==> src/rtl/rtfd_pkg.sv <==
// Package for the radar target frame decoder: field widths, codes, the
// CORDIC angle table and the command/result types. No dependencies.
package rtfd_pkg;

    localparam int MaxTargets  = 64;
    localparam int CntW        = 7;
    localparam int CordicSteps = 17;
    localparam int StepW       = 5;
    localparam int HalfPiOut   = 12868;
    localparam int CmdDepth    = 2;
    localparam int AccW        = 32;
    localparam int ZW          = 20;
    localparam int SqW         = 28;

    localparam logic [1:0] REG_HEADER_ID = 2'd0;
    localparam logic [1:0] REG_TARGET_ID = 2'd1;

    localparam logic RESULT_TARGET = 1'b0;
    localparam logic RESULT_EMPTY  = 1'b1;

    typedef enum logic [1:0] {
        BE_IDLE,
        BE_RUN,
        BE_DONE
    } be_state_t;

    // work item handed from the front to the back
    typedef struct packed {
        logic              kind;
        logic [5:0]        index;
        logic              last;
        logic signed [14:0] dx;
        logic signed [12:0] dy;
        logic [9:0]        raw_vx;
        logic [2:0]        mclass;
        logic [7:0]        ego;
    } cmd_t;

    typedef struct packed {
        logic              kind;
        logic [5:0]        index;
        logic              last;
        logic signed [14:0] dx;
        logic signed [12:0] dy;
        logic [13:0]       range_v;
        logic signed [14:0] bearing;
        logic              invalid;
        logic signed [9:0] vx;
        logic [2:0]        mclass;
        logic [7:0]        ego;
    } res_t;

    function automatic logic [ZW-1:0] atan_entry(input logic [StepW-1:0] i);
        logic [ZW-1:0] v;
        unique case (i)
            5'd0:  v = 20'd51472;
            5'd1:  v = 20'd30385;
            5'd2:  v = 20'd16055;
            5'd3:  v = 20'd8150;
            5'd4:  v = 20'd4091;
            5'd5:  v = 20'd2047;
            5'd6:  v = 20'd1024;
            5'd7:  v = 20'd512;
            5'd8:  v = 20'd256;
            5'd9:  v = 20'd128;
            5'd10: v = 20'd64;
            5'd11: v = 20'd32;
            5'd12: v = 20'd16;
            5'd13: v = 20'd8;
            5'd14: v = 20'd4;
            5'd15: v = 20'd2;
            5'd16: v = 20'd1;
            default: v = '0;
        endcase
        return v;
    endfunction

endpackage

==> src/rtl/rtfd_front.sv <==
// Front end: classifies CAN frames, keeps list counters and ego speed,
// unpacks target fields into commands. Depends on rtfd_pkg.
module rtfd_front (
    input  logic                 clk,
    input  logic                 rst_n,
    input  logic                 cfg_we,
    input  logic [0:0]           cfg_index,
    input  logic [10:0]          cfg_data,
    input  logic                 in_fire,
    input  logic [10:0]          frame_id,
    input  logic [7:0]           b0,
    input  logic [7:0]           b1,
    input  logic [7:0]           b2,
    input  logic [7:0]           b3,
    input  logic [7:0]           b4,
    input  logic [7:0]           b5,
    input  logic [7:0]           b6,
    output logic                 cmd_push,
    output rtfd_pkg::cmd_t       cmd
);

    logic [10:0] hdr_id_reg;
    logic [10:0] tgt_id_reg;
    logic [rtfd_pkg::CntW-1:0] exp_reg, exp_next;
    logic [rtfd_pkg::CntW-1:0] rcv_reg, rcv_next;
    logic [7:0] ego_reg, ego_next;
    logic [12:0] rx;
    logic [10:0] ry;
    logic [rtfd_pkg::CntW-1:0] clamped;
    logic [rtfd_pkg::CntW-1:0] rcv_inc;

    always_ff @(posedge clk or negedge rst_n)
    begin
        if (!rst_n)
        begin
            hdr_id_reg <= 11'd10;
            tgt_id_reg <= 11'd11;
            exp_reg    <= '0;
            rcv_reg    <= '0;
            ego_reg    <= '0;
        end
        else
        begin
            if (cfg_we && cfg_index == rtfd_pkg::REG_HEADER_ID[0:0])
                hdr_id_reg <= cfg_data;
            if (cfg_we && cfg_index == rtfd_pkg::REG_TARGET_ID[0:0])
                tgt_id_reg <= cfg_data;
            exp_reg <= exp_next;
            rcv_reg <= rcv_next;
            ego_reg <= ego_next;
        end
    end

    assign rx      = {b1, b2[7:3]};
    assign ry      = {b2[2:0], b3};
    assign clamped = (b0 > 8'(rtfd_pkg::MaxTargets)) ? rtfd_pkg::CntW'(rtfd_pkg::MaxTargets)
                                                     : b0[rtfd_pkg::CntW-1:0];
    assign rcv_inc = rcv_reg + 1'b1;

    always_comb
    begin
        exp_next = exp_reg;
        rcv_next = rcv_reg;
        ego_next = ego_reg;
        cmd_push = 1'b0;
        cmd      = '0;
        if (in_fire)
        begin
            priority if (frame_id == hdr_id_reg)
            begin
                exp_next = clamped;
                rcv_next = '0;
                ego_next = b4;
                cmd.kind = rtfd_pkg::RESULT_EMPTY;
                cmd.last = 1'b1;
                cmd.ego  = b4;
                cmd_push = (clamped == '0);
            end
            else if (frame_id == tgt_id_reg)
            begin
                if (rcv_reg < rtfd_pkg::CntW'(rtfd_pkg::MaxTargets))
                begin
                    rcv_next   = rcv_inc;
                    cmd_push   = 1'b1;
                    cmd.kind   = rtfd_pkg::RESULT_TARGET;
                    cmd.index  = rcv_reg[5:0];
                    cmd.last   = (rcv_inc >= exp_reg);
                    cmd.dx     = 15'(signed'({2'b0, rx, 1'b0}) - 15'sd5000);
                    cmd.dy     = 13'(signed'({1'b0, ry, 1'b0}) - 13'sd2046);
                    cmd.raw_vx = {b4, b5[7:6]};
                    cmd.mclass = b6[2:0];
                    cmd.ego    = ego_reg;
                end
            end
        end
    end

endmodule

==> src/rtl/rtfd_queue.sv <==
// Short command queue between front and back ends. Depends on rtfd_pkg.
module rtfd_queue (
    input  logic           clk,
    input  logic           rst_n,
    input  logic           push,
    input  rtfd_pkg::cmd_t push_data,
    output logic           full,
    input  logic           pop,
    output logic           not_empty,
    output rtfd_pkg::cmd_t pop_data
);

    rtfd_pkg::cmd_t mem_reg [rtfd_pkg::CmdDepth];
    logic wp_reg, rp_reg;
    logic [1:0] cnt_reg;

    always_ff @(posedge clk or negedge rst_n)
    begin
        if (!rst_n)
        begin
            wp_reg  <= 1'b0;
            rp_reg  <= 1'b0;
            cnt_reg <= '0;
        end
        else
        begin
            if (push)
                wp_reg <= ~wp_reg;
            if (pop)
                rp_reg <= ~rp_reg;
            cnt_reg <= cnt_reg + {1'b0, push} - {1'b0, pop};
        end
    end

    always_ff @(posedge clk)
    begin
        if (push)
            mem_reg[wp_reg] <= push_data;
    end

    assign full      = (cnt_reg == 2'd2);
    assign not_empty = (cnt_reg != 2'd0);
    assign pop_data  = mem_reg[rp_reg];

endmodule

==> src/rtl/rtfd_back.sv <==
// Back end: iterative CORDIC bearing and bit-pair square root, one step
// per cycle, plus result register. Depends on rtfd_pkg.
module rtfd_back (
    input  logic           clk,
    input  logic           rst_n,
    input  logic           cmd_valid,
    input  rtfd_pkg::cmd_t cmd,
    output logic           cmd_pop,
    output logic           res_valid,
    input  logic           res_ready,
    output rtfd_pkg::res_t res
);

    rtfd_pkg::be_state_t state_reg, state_next;
    rtfd_pkg::cmd_t c_reg;
    logic signed [rtfd_pkg::AccW-1:0] x_reg, x_next, y_reg, y_next;
    logic signed [rtfd_pkg::ZW-1:0] z_reg, z_next;
    logic [rtfd_pkg::StepW-1:0] i_reg, i_next;
    logic [rtfd_pkg::SqW-1:0] n_reg, n_next;
    logic [rtfd_pkg::SqW-1:0] r_reg, r_next;
    logic [rtfd_pkg::SqW-1:0] bit_reg, bit_next;
    logic signed [rtfd_pkg::AccW-1:0] xs, ys;
    logic [13:0] ax, ay;
    logic [rtfd_pkg::SqW-1:0] sq;
    logic [rtfd_pkg::SqW:0] trial;
    logic signed [rtfd_pkg::ZW-1:0] zr;
    logic signed [rtfd_pkg::ZW-1:0] bq;
    logic signed [14:0] bear;
    logic [13:0] rng;

    always_ff @(posedge clk or negedge rst_n)
    begin
        if (!rst_n)
            state_reg <= rtfd_pkg::BE_IDLE;
        else
            state_reg <= state_next;
    end

    always_ff @(posedge clk)
    begin
        if (state_reg == rtfd_pkg::BE_IDLE && cmd_valid)
            c_reg <= cmd;
        x_reg   <= x_next;
        y_reg   <= y_next;
        z_reg   <= z_next;
        i_reg   <= i_next;
        n_reg   <= n_next;
        r_reg   <= r_next;
        bit_reg <= bit_next;
    end

    assign ax = 14'((cmd.dx < 0) ? -cmd.dx : cmd.dx);
    assign ay = 14'((cmd.dy < 0) ? -cmd.dy : cmd.dy);
    assign sq = {14'b0, ax} * {14'b0, ax} + {14'b0, ay} * {14'b0, ay};
    assign xs = x_reg >>> i_reg;
    assign ys = y_reg >>> i_reg;
    assign trial = {1'b0, n_reg} - ({1'b0, r_reg} + {1'b0, bit_reg});

    always_comb
    begin
        state_next = state_reg;
        x_next = x_reg;
        y_next = y_reg;
        z_next = z_reg;
        i_next = i_reg;
        n_next = n_reg;
        r_next = r_reg;
        bit_next = bit_reg;
        cmd_pop = 1'b0;
        unique case (state_reg)
            rtfd_pkg::BE_IDLE:
            begin
                if (cmd_valid)
                begin
                    cmd_pop = 1'b1;
                    x_next  = rtfd_pkg::AccW'({ax, 16'b0});
                    y_next  = rtfd_pkg::AccW'((cmd.dx < 0) ? -cmd.dy : cmd.dy) <<< 16;
                    z_next  = '0;
                    i_next  = '0;
                    n_next  = sq;
                    r_next  = '0;
                    bit_next = {2'b01, {(rtfd_pkg::SqW - 2){1'b0}}};
                    state_next = rtfd_pkg::BE_RUN;
                end
            end
            rtfd_pkg::BE_RUN:
            begin
                if (y_reg >= 0)
                begin
                    x_next = x_reg + ys;
                    y_next = y_reg - xs;
                    z_next = z_reg + signed'(rtfd_pkg::atan_entry(i_reg));
                end
                else
                begin
                    x_next = x_reg - ys;
                    y_next = y_reg + xs;
                    z_next = z_reg - signed'(rtfd_pkg::atan_entry(i_reg));
                end
                if (bit_reg != '0)
                begin
                    if (!trial[rtfd_pkg::SqW])
                    begin
                        n_next = trial[rtfd_pkg::SqW-1:0];
                        r_next = (r_reg >> 1) + bit_reg;
                    end
                    else
                        r_next = r_reg >> 1;
                    bit_next = bit_reg >> 2;
                end
                i_next = i_reg + 1'b1;
                if (i_reg == rtfd_pkg::StepW'(rtfd_pkg::CordicSteps - 1))
                    state_next = rtfd_pkg::BE_DONE;
            end
            rtfd_pkg::BE_DONE:
            begin
                if (res_ready)
                    state_next = rtfd_pkg::BE_IDLE;
            end
            default: state_next = rtfd_pkg::BE_IDLE;
        endcase
    end

    assign zr = z_reg + 20'sd4;
    assign bq = zr >>> 3;
    assign rng = (n_reg > r_reg) ? 14'(r_reg + 1'b1) : r_reg[13:0];

    always_comb
    begin
        if (c_reg.dx == 0)
            bear = (c_reg.dy > 0) ? 15'sd12868 : ((c_reg.dy < 0) ? -15'sd12868 : 15'sd0);
        else if (bq > 20'sd12868)
            bear = 15'sd12868;
        else if (bq < -20'sd12868)
            bear = -15'sd12868;
        else
            bear = bq[14:0];
    end

    assign res_valid = (state_reg == rtfd_pkg::BE_DONE);

    always_comb
    begin
        res = '0;
        res.kind  = c_reg.kind;
        res.last  = c_reg.last;
        res.ego   = c_reg.ego;
        if (c_reg.kind == rtfd_pkg::RESULT_TARGET)
        begin
            res.index   = c_reg.index;
            res.dx      = c_reg.dx;
            res.dy      = c_reg.dy;
            res.range_v = rng;
            res.bearing = bear;
            res.invalid = (c_reg.dx == 0) && (c_reg.dy == 0);
            res.vx      = signed'(c_reg.raw_vx ^ 10'h200);
            res.mclass  = c_reg.mclass;
        end
    end

endmodule

==> src/rtl/radar_target_frame_decoder_unit.sv <==
// Top level of the radar target frame decoder: front end, command queue,
// back end. Depends on rtfd_pkg, rtfd_front, rtfd_queue, rtfd_back.
//
// channel | dir | payload
// s_axis  | in  | tdata: frame_id, data_b0..data_b6 (72 bits)
// m_axis  | out | tdata: fields of one result; tuser: result_kind
// cfg     | in  | cfg_we, cfg_index, cfg_data (11 bits)
//
// In the back end a target goes through load, 17 CORDIC steps with the
// square root sharing the same loop, and the result register. Headers
// with a nonzero count give nothing. Reset is asynchronous and clears
// counters and queue. A stalled output holds the back end; the front
// keeps taking frames until the two-entry queue is full.
module radar_target_frame_decoder_unit (
    input  logic        clk,
    input  logic        rst_n,
    input  logic        cfg_we,
    input  logic [0:0]  cfg_index,
    input  logic [10:0] cfg_data,
    input  logic        s_axis_tvalid,
    output logic        s_axis_tready,
    input  logic [71:0] s_axis_tdata,   // frame_id, b0..b6 from bit 11, 0 pad
    output logic        m_axis_tvalid,
    input  logic        m_axis_tready,
    output logic [87:0] m_axis_tdata,   // index,dx,dy,range,bearing,invalid,vx,class,ego
    output logic        m_axis_tlast,   // last_of_list
    output logic        m_axis_tuser    // result_kind
);

    logic in_fire, push, full, pop, ne;
    rtfd_pkg::cmd_t cmd, qcmd;
    rtfd_pkg::res_t res;

    assign s_axis_tready = !full;
    assign in_fire = s_axis_tvalid && s_axis_tready;

    rtfd_front u_front (
        .clk, .rst_n, .cfg_we, .cfg_index, .cfg_data, .in_fire,
        .frame_id (s_axis_tdata[10:0]),
        .b0 (s_axis_tdata[18:11]), .b1 (s_axis_tdata[26:19]),
        .b2 (s_axis_tdata[34:27]), .b3 (s_axis_tdata[42:35]),
        .b4 (s_axis_tdata[50:43]), .b5 (s_axis_tdata[58:51]),
        .b6 (s_axis_tdata[66:59]),
        .cmd_push (push), .cmd
    );

    rtfd_queue u_queue (
        .clk, .rst_n, .push, .push_data (cmd), .full,
        .pop, .not_empty (ne), .pop_data (qcmd)
    );

    rtfd_back u_back (
        .clk, .rst_n, .cmd_valid (ne), .cmd (qcmd), .cmd_pop (pop),
        .res_valid (m_axis_tvalid), .res_ready (m_axis_tready), .res
    );

    assign m_axis_tuser = res.kind;
    assign m_axis_tlast = res.last;
    assign m_axis_tdata = {3'b0, res.ego, res.mclass, res.vx, res.invalid, res.bearing,
                           res.range_v, res.dy, res.dx, res.index};

endmodule

==> config.mk <==
export PLATFORM = sky130hd
export DESIGN_NAME = radar_target_frame_decoder_unit
export DESIGN_NICKNAME = d
export VERILOG_FILES = /design/src/rtl/rtfd_pkg.sv /design/src/rtl/rtfd_front.sv /design/src/rtl/rtfd_queue.sv /design/src/rtl/rtfd_back.sv /design/src/rtl/radar_target_frame_decoder_unit.sv
export SDC_FILE = /design/constraint.sdc
export NUM_CORES = 2
export LEC_CHECK = 0
export ABC_AREA = 1
export BUFFER_PORTS_ARGS = -buffer_cell sky130_fd_sc_hd__clkbuf_2
export CAP_MARGIN = 20
export CORE_MARGIN = 8
export CORE_UTILIZATION = 30
export DETAILED_ROUTE_END_ITERATION = 12
export PLACE_DENSITY = 0.48
export SYNTH_ARGS = -nofsm -noshare
export SYNTH_HDL_FRONTEND = slang
export SYNTH_HIERARCHICAL = 1
export SYNTH_SLANG_ARGS = --single-unit
==> constraint.sdc <==
create_clock -name clk -period 11 [get_ports clk]
set_input_delay 1.1 -clock clk [delete_from_list [all_inputs] [get_ports clk]]
set_output_delay 1.1 -clock clk [all_outputs]
set_load 0.01 [all_outputs]
# Word-level counts from Yosys, hierarchy flattened
# Memories as Yosys holds them, arrays and structs flattened. A register that Yosys moved wholly into a read port is not among the register bits.
# Cells that the tools add are included.
[totals] register_bits=280 ramBits=114 mem_count=3 mem_bits_ro=1024 word_cells=162
[classes] shifts=2 bitwise_logic=4 reduce_logical=21 mul=2 order_cmp=11 muxes=63 eq_ne=11 add_sub_neg=21
[mem_list] memory="(name not given)" depth=32 word_bits=16 rd=1 rd_ports_with_merged_regs=1 wr=0 line="rtfd_pkg.sv:55" source="unique case (i)"
[mem_list] memory="(name not given)" depth=32 word_bits=16 rd=1 rd_ports_with_merged_regs=1 wr=0 line="rtfd_pkg.sv:55"
[mem_list] memory="u_queue.mem_reg" depth=2 word_bits=57 rd=1 rd_ports_with_merged_regs=0 wr=1 line="rtfd_queue.sv:13" source="rtfd_pkg::cmd_t mem_reg [rtfd_pkg::CmdDepth];"
[ops] cell="28-bit 2-to-1 mux" n=8
[ops] cell="28-bit one-hot mux with 2 select lines" n=3
[ops] cell="32-bit 2-to-1 mux" n=4
[ops] cell="32-bit one-hot mux with 2 select lines" n=2
[ops] cell="20-bit 2-to-1 mux" n=6
[ops] cell="57-bit 2-to-1 mux" n=2
[ops] cell="15-bit 2-to-1 mux" n=5
[ops] cell="71-bit 2-to-1 mux" n=1
[ops] cell="32-bit adder" n=2
[ops] cell="32-bit logical NOT" n=2
[ops] cell="32-bit by 5-bit >>> shifter with 32-bit output" n=2
[ops] cell="32-bit subtractor" n=2
[ops] cell="14-bit by 14-bit multiplier with 28-bit output" n=2
[ops] cell="56-bit 2-to-1 mux" n=1
[ops] cell="14-bit 2-to-1 mux" n=3
[ops] cell="41-bit 2-to-1 mux" n=1
[ops] cell="20-bit one-hot mux with 2 select lines" n=1
[ops] cell="32-bit by 1-bit >= comparator with 1-bit output, second input constant" n=1
[ops] cell="28-bit by 28-bit adder with 29-bit output" n=1
[ops] cell="28-bit by 29-bit subtractor with 29-bit output" n=1
[ops] cell="27-bit by 28-bit adder with 28-bit output" n=1
[ops] cell="28-bit adder" n=1
[ops] cell="28-bit greater-than comparator" n=1
[ops] cell="7-bit 2-to-1 mux" n=4
[ops] cell="45 further kinds" n=78

# Longest topological paths before layout
[logic_depth] depth_word=7 mapped_depth=47 depth_no_buf=43

# By module
# The synthesis kept the hierarchy.
[by_module_without_submodules] mod="rtfd_back" seq_area_each_um2=6856.6 cells_each=4805 instances=1 area_each_um2=34978.5
[by_module_without_submodules] mod="rtfd_queue" seq_area_each_um2=3523.4 cells_each=323 instances=1 area_each_um2=4820.9
[by_module_without_submodules] mod="rtfd_front" seq_area_each_um2=1107.3 cells_each=517 instances=1 area_each_um2=3325.7
[by_module_without_submodules] mod="radar_target_frame_decoder_unit" seq_area_each_um2=0.0 cells_each=7 instances=1 area_each_um2=40.0

# Worst setup path before layout
# OpenSTA, ideal clock, no wires.
[synth_path] path_type="reg-to-reg" start="register u_queue.rp_reg" end="register u_back/n_reg[25] (netlist bit), data pin" required_ns=10.737 path_buffers=4 t_arrival_ns=8.350 setup_time_ns=0.263 path_stages_with_launch=42 slack_ns=2.387 period_less_slack_ns=8.613 path_cell_list="dfrtp_1 > buf_6 > buf_12 > buf_12 > nand2_2 > o21ai_2 > clkbuf_1 > inv_2 > ha_1 > nand2_1 > nor2_1 > nand3_1 > nor3_1 > nand3_1 > nor2_1 > ha_1 > clkinv_1 > nor2_1 > [6 not listed] > inv_1 > fa_1 > fa_1 > fa_1 > inv_1 > fa_1 > inv_1 > ha_1 > a21oi_1 > o21a_1 > nand2_1 > a21oi_1 > inv_1 > a21oi_1 > o21ai_0 > a21o_1 > o21ai_0 > o21ai_0"
[synth_rtl] item="from (decl)" line="rtfd_queue.sv:14" source="logic wp_reg, rp_reg;"
[synth_rtl] item="from (signal assigned)" line="rtfd_queue.sv:30" source="rp_reg <= ~rp_reg;"
[synth_rtl] item="to (signal assigned)" line="rtfd_back.sv:47" source="n_reg <= n_next;"
[synth_rtl] item="to (decl)" line="rtfd_back.sv:19" source="logic [rtfd_pkg::SqW-1:0] n_reg, n_next;"

==> impl_results.md <==
- Outcome: complete, no violations
- Area leader, netlist: edfxtp_1
- Pin count of the biggest net entering global routing: 69
- Site Rows: 139
- Largest register FFs: 114
- Final period utilization: 0.899
- Wire per inst: 16.4 um
- Residual DRC: 0
- Nets@finish: 6456
- Synth Register Bits: 396
- Ports: 181
- Final GP Congestion: 0.877
- Crit start category: flop
- Slew Limit Fails: 0
- WL final: 126000 um
- Post-Synthesis Cell Area: 43200 um2
- Via Count: 36.4k
- Sequential Area: 11500 um2
- CP Capture Type: flop
- Top cells by area, synth: edfxtp_1, fa_1, nand2_1, ha_1, inv_1
- HP Class: reg2reg
- CTS Sinks: 396
- Worst Setup SP: u_queue/rp_reg$_DFFE_PN0P_
- Root buffer cell: clkbuf_16
- Slowest cell delay on critical path: 670 ps
- Layout cell share with drive strength beyond 1: 0.0856
- Synth Flop Type: edfxtp_1
- FILL cells: 15.5k
- Max Cap Viol: 0
- Vias/cell: 4.74
- Port-buffer cells: 161
- Count of final hold-check violations: 0
- Die extent in x: 395 um
- CP bufs+invs: 8
- Core area: 143000 um2
- CP max FO: 29
- Worst min-delay path startpoint: u_front/ego_reg[1]$_DFFE_PN0P_
- Area grow syn2layout: 9.70%
- Initial Util: 0.301
- Worst-margin pin slew: 1000 ps
- Synth warnings: 6
- Dpl cell area: 45700 um2
- First-pass GRT wire length: 200000 um
- Netlist cell types: 66
- Slew HR: 0.331
- Number of global-route vias before repair: 36.1k
- Commonest non-fill, non-tap cell in the layout: nand2_1
- Most frequent cells in the layout: nand2_1, inv_1, nor2_1
- DR pass1 iterations: 8
- Post-DP HPWL: 100000 um
- Num CTS Buffers: 50
- Grt ovf: 0
- Critical path's top delay family: adder cells
- Die Y: 395 um
- Finished Core Util: 0.330
- EDFF count, synth: 330
- Die area: 156000 um2
- Period minus WS final: 9890 ps
- Mapped Avg Cell Area: 7.64 um2
- Critical path's slowest cell: dfrtp_4
- Asr flop ratio synth: 0.126
- RSZ-0062 raised after global routing: false
- Max frequency: 101 MHz
- Clock transition at path regs: 60 ps
- Clk buf depth: 3
- Finished Layout Cells: 7676
- CTS tree: yes
- Skew final: 72.7 ps
- TNS Setup: 0 ps
- DR iter-0 viols: 2620
- Placed Cells: 7581
- Share of the synthesized area in the top cell type: 0.230
- Critical path class: reg2reg
- H-tree Lvls: 2
- Register area share after synthesis: 0.266
- Initial antenna violation count: 7
- # resized after CTS: 0
- Clock latency at the later pin of the worst-skew pair: 670 ps
- Hold_buf cts: 0
- Final count of negative-setup-slack endpoints: 0
- Post-route antenna net violation count: 0
- GRT Total Usage: 0.158
- Reg2reg start: u_queue/rp_reg$_DFFE_PN0P_
- Multi-input logic area: 26700 um2
- Setup bufs post-CTS: 0
- Critical Path RT: 11350 ps
- CP Data Arrival Time: 10240 ps
- Post-route cell area: 47400 um2
- Cell count after synthesis: 5652
## through the flow
step	hold slack, ps	worst slack, ps
2_1_floorplan	450	2390
3_3_place_gp	463	1200
3_5_place_dp	466	1160
4_1_cts	482	1070
5_1_grt	496	239
6_report	482	1110
## worst reg2reg max path: cells and delay by family, from the launching register on
| family | cells | cell delay, ps |
|---|---|---|
| flip-flops | 1 | 670 |
| AO/OA/AOI/OAI | 9 | 1860 |
| buffers and inverters | 8 | 1110 |
| AND/OR/NAND/NOR | 13 | 1730 |
| adder cells (fa/ha/maj) | 9 | 4210 |
## final cells by class
class / count / area share
Multi-Input combinational cell: 4015 / 0.564
Sequential cell: 396 / 0.243
Inverter: 1062 / 0.0844
Tap cell: 1903 / 0.0503
Clock buffer: 68 / 0.0289
Timing Repair Buffer: 206 / 0.0244
Clock inverter: 21 / 0.00491
Antenna cell: 5 / 0.000264
## cells by family (layout without fill, tap and decap cells)
kind of cell    count (synthesis)  in the layout  share of synthesized area
mux                             2              2                   0.000522
simple gates                 2322           2322                      0.229
flops                         396            396                      0.266
buf+inv                      1244           1357                      0.116
compound gates                870            870                      0.114
other cells                     3             11                   0.000261
fa+ha+maj                     636            636                      0.238
xor+xnor                      179            179                     0.0363
## per-layer routing
layer,wire length [um],part of all wire,GRT usage
met5,8,0.000063,0
met4,3130,0.025,0.0412
met3,5910,0.047,0.0222
met2,59100,0.47,0.267
met1,57900,0.46,0.212
## path summary, 6_finish.rpt
path | end | slack [ps] | cells past startpoint
worst max-delay path | u_back/n_reg[27]$_DFFE_PP_ | 1110 | 39
worst min-delay path | u_front/ego_reg[1]$_DFFE_PN0P_ | 480 | 2
worst max register to register | u_back/n_reg[27]$_DFFE_PP_ | 1110 | 39
worst min register to register | u_front/ego_reg[1]$_DFFE_PN0P_ | 480 | 2
max in group asynchronous | u_queue/rp_reg$_DFFE_PN0P_ | 9810 | 2
min in group asynchronous | u_front/tgt_id_reg[6]$_DFFE_PN0P_ | 600 | 2
## cell usage after synthesis, drive strengths merged, types with 66 or more instances
library cell,number
nand2,1247
o21ai,420
xor2,124
a21oi,323
nor2,520
buf,116
clkbuf,66
ha,326
edfxtp,330
fa,310
inv,1049
nand3,395
Power is left out: the tool's default activity adds up to more than one toggle a clock period on the data nets, which glitch-free logic cannot reach.
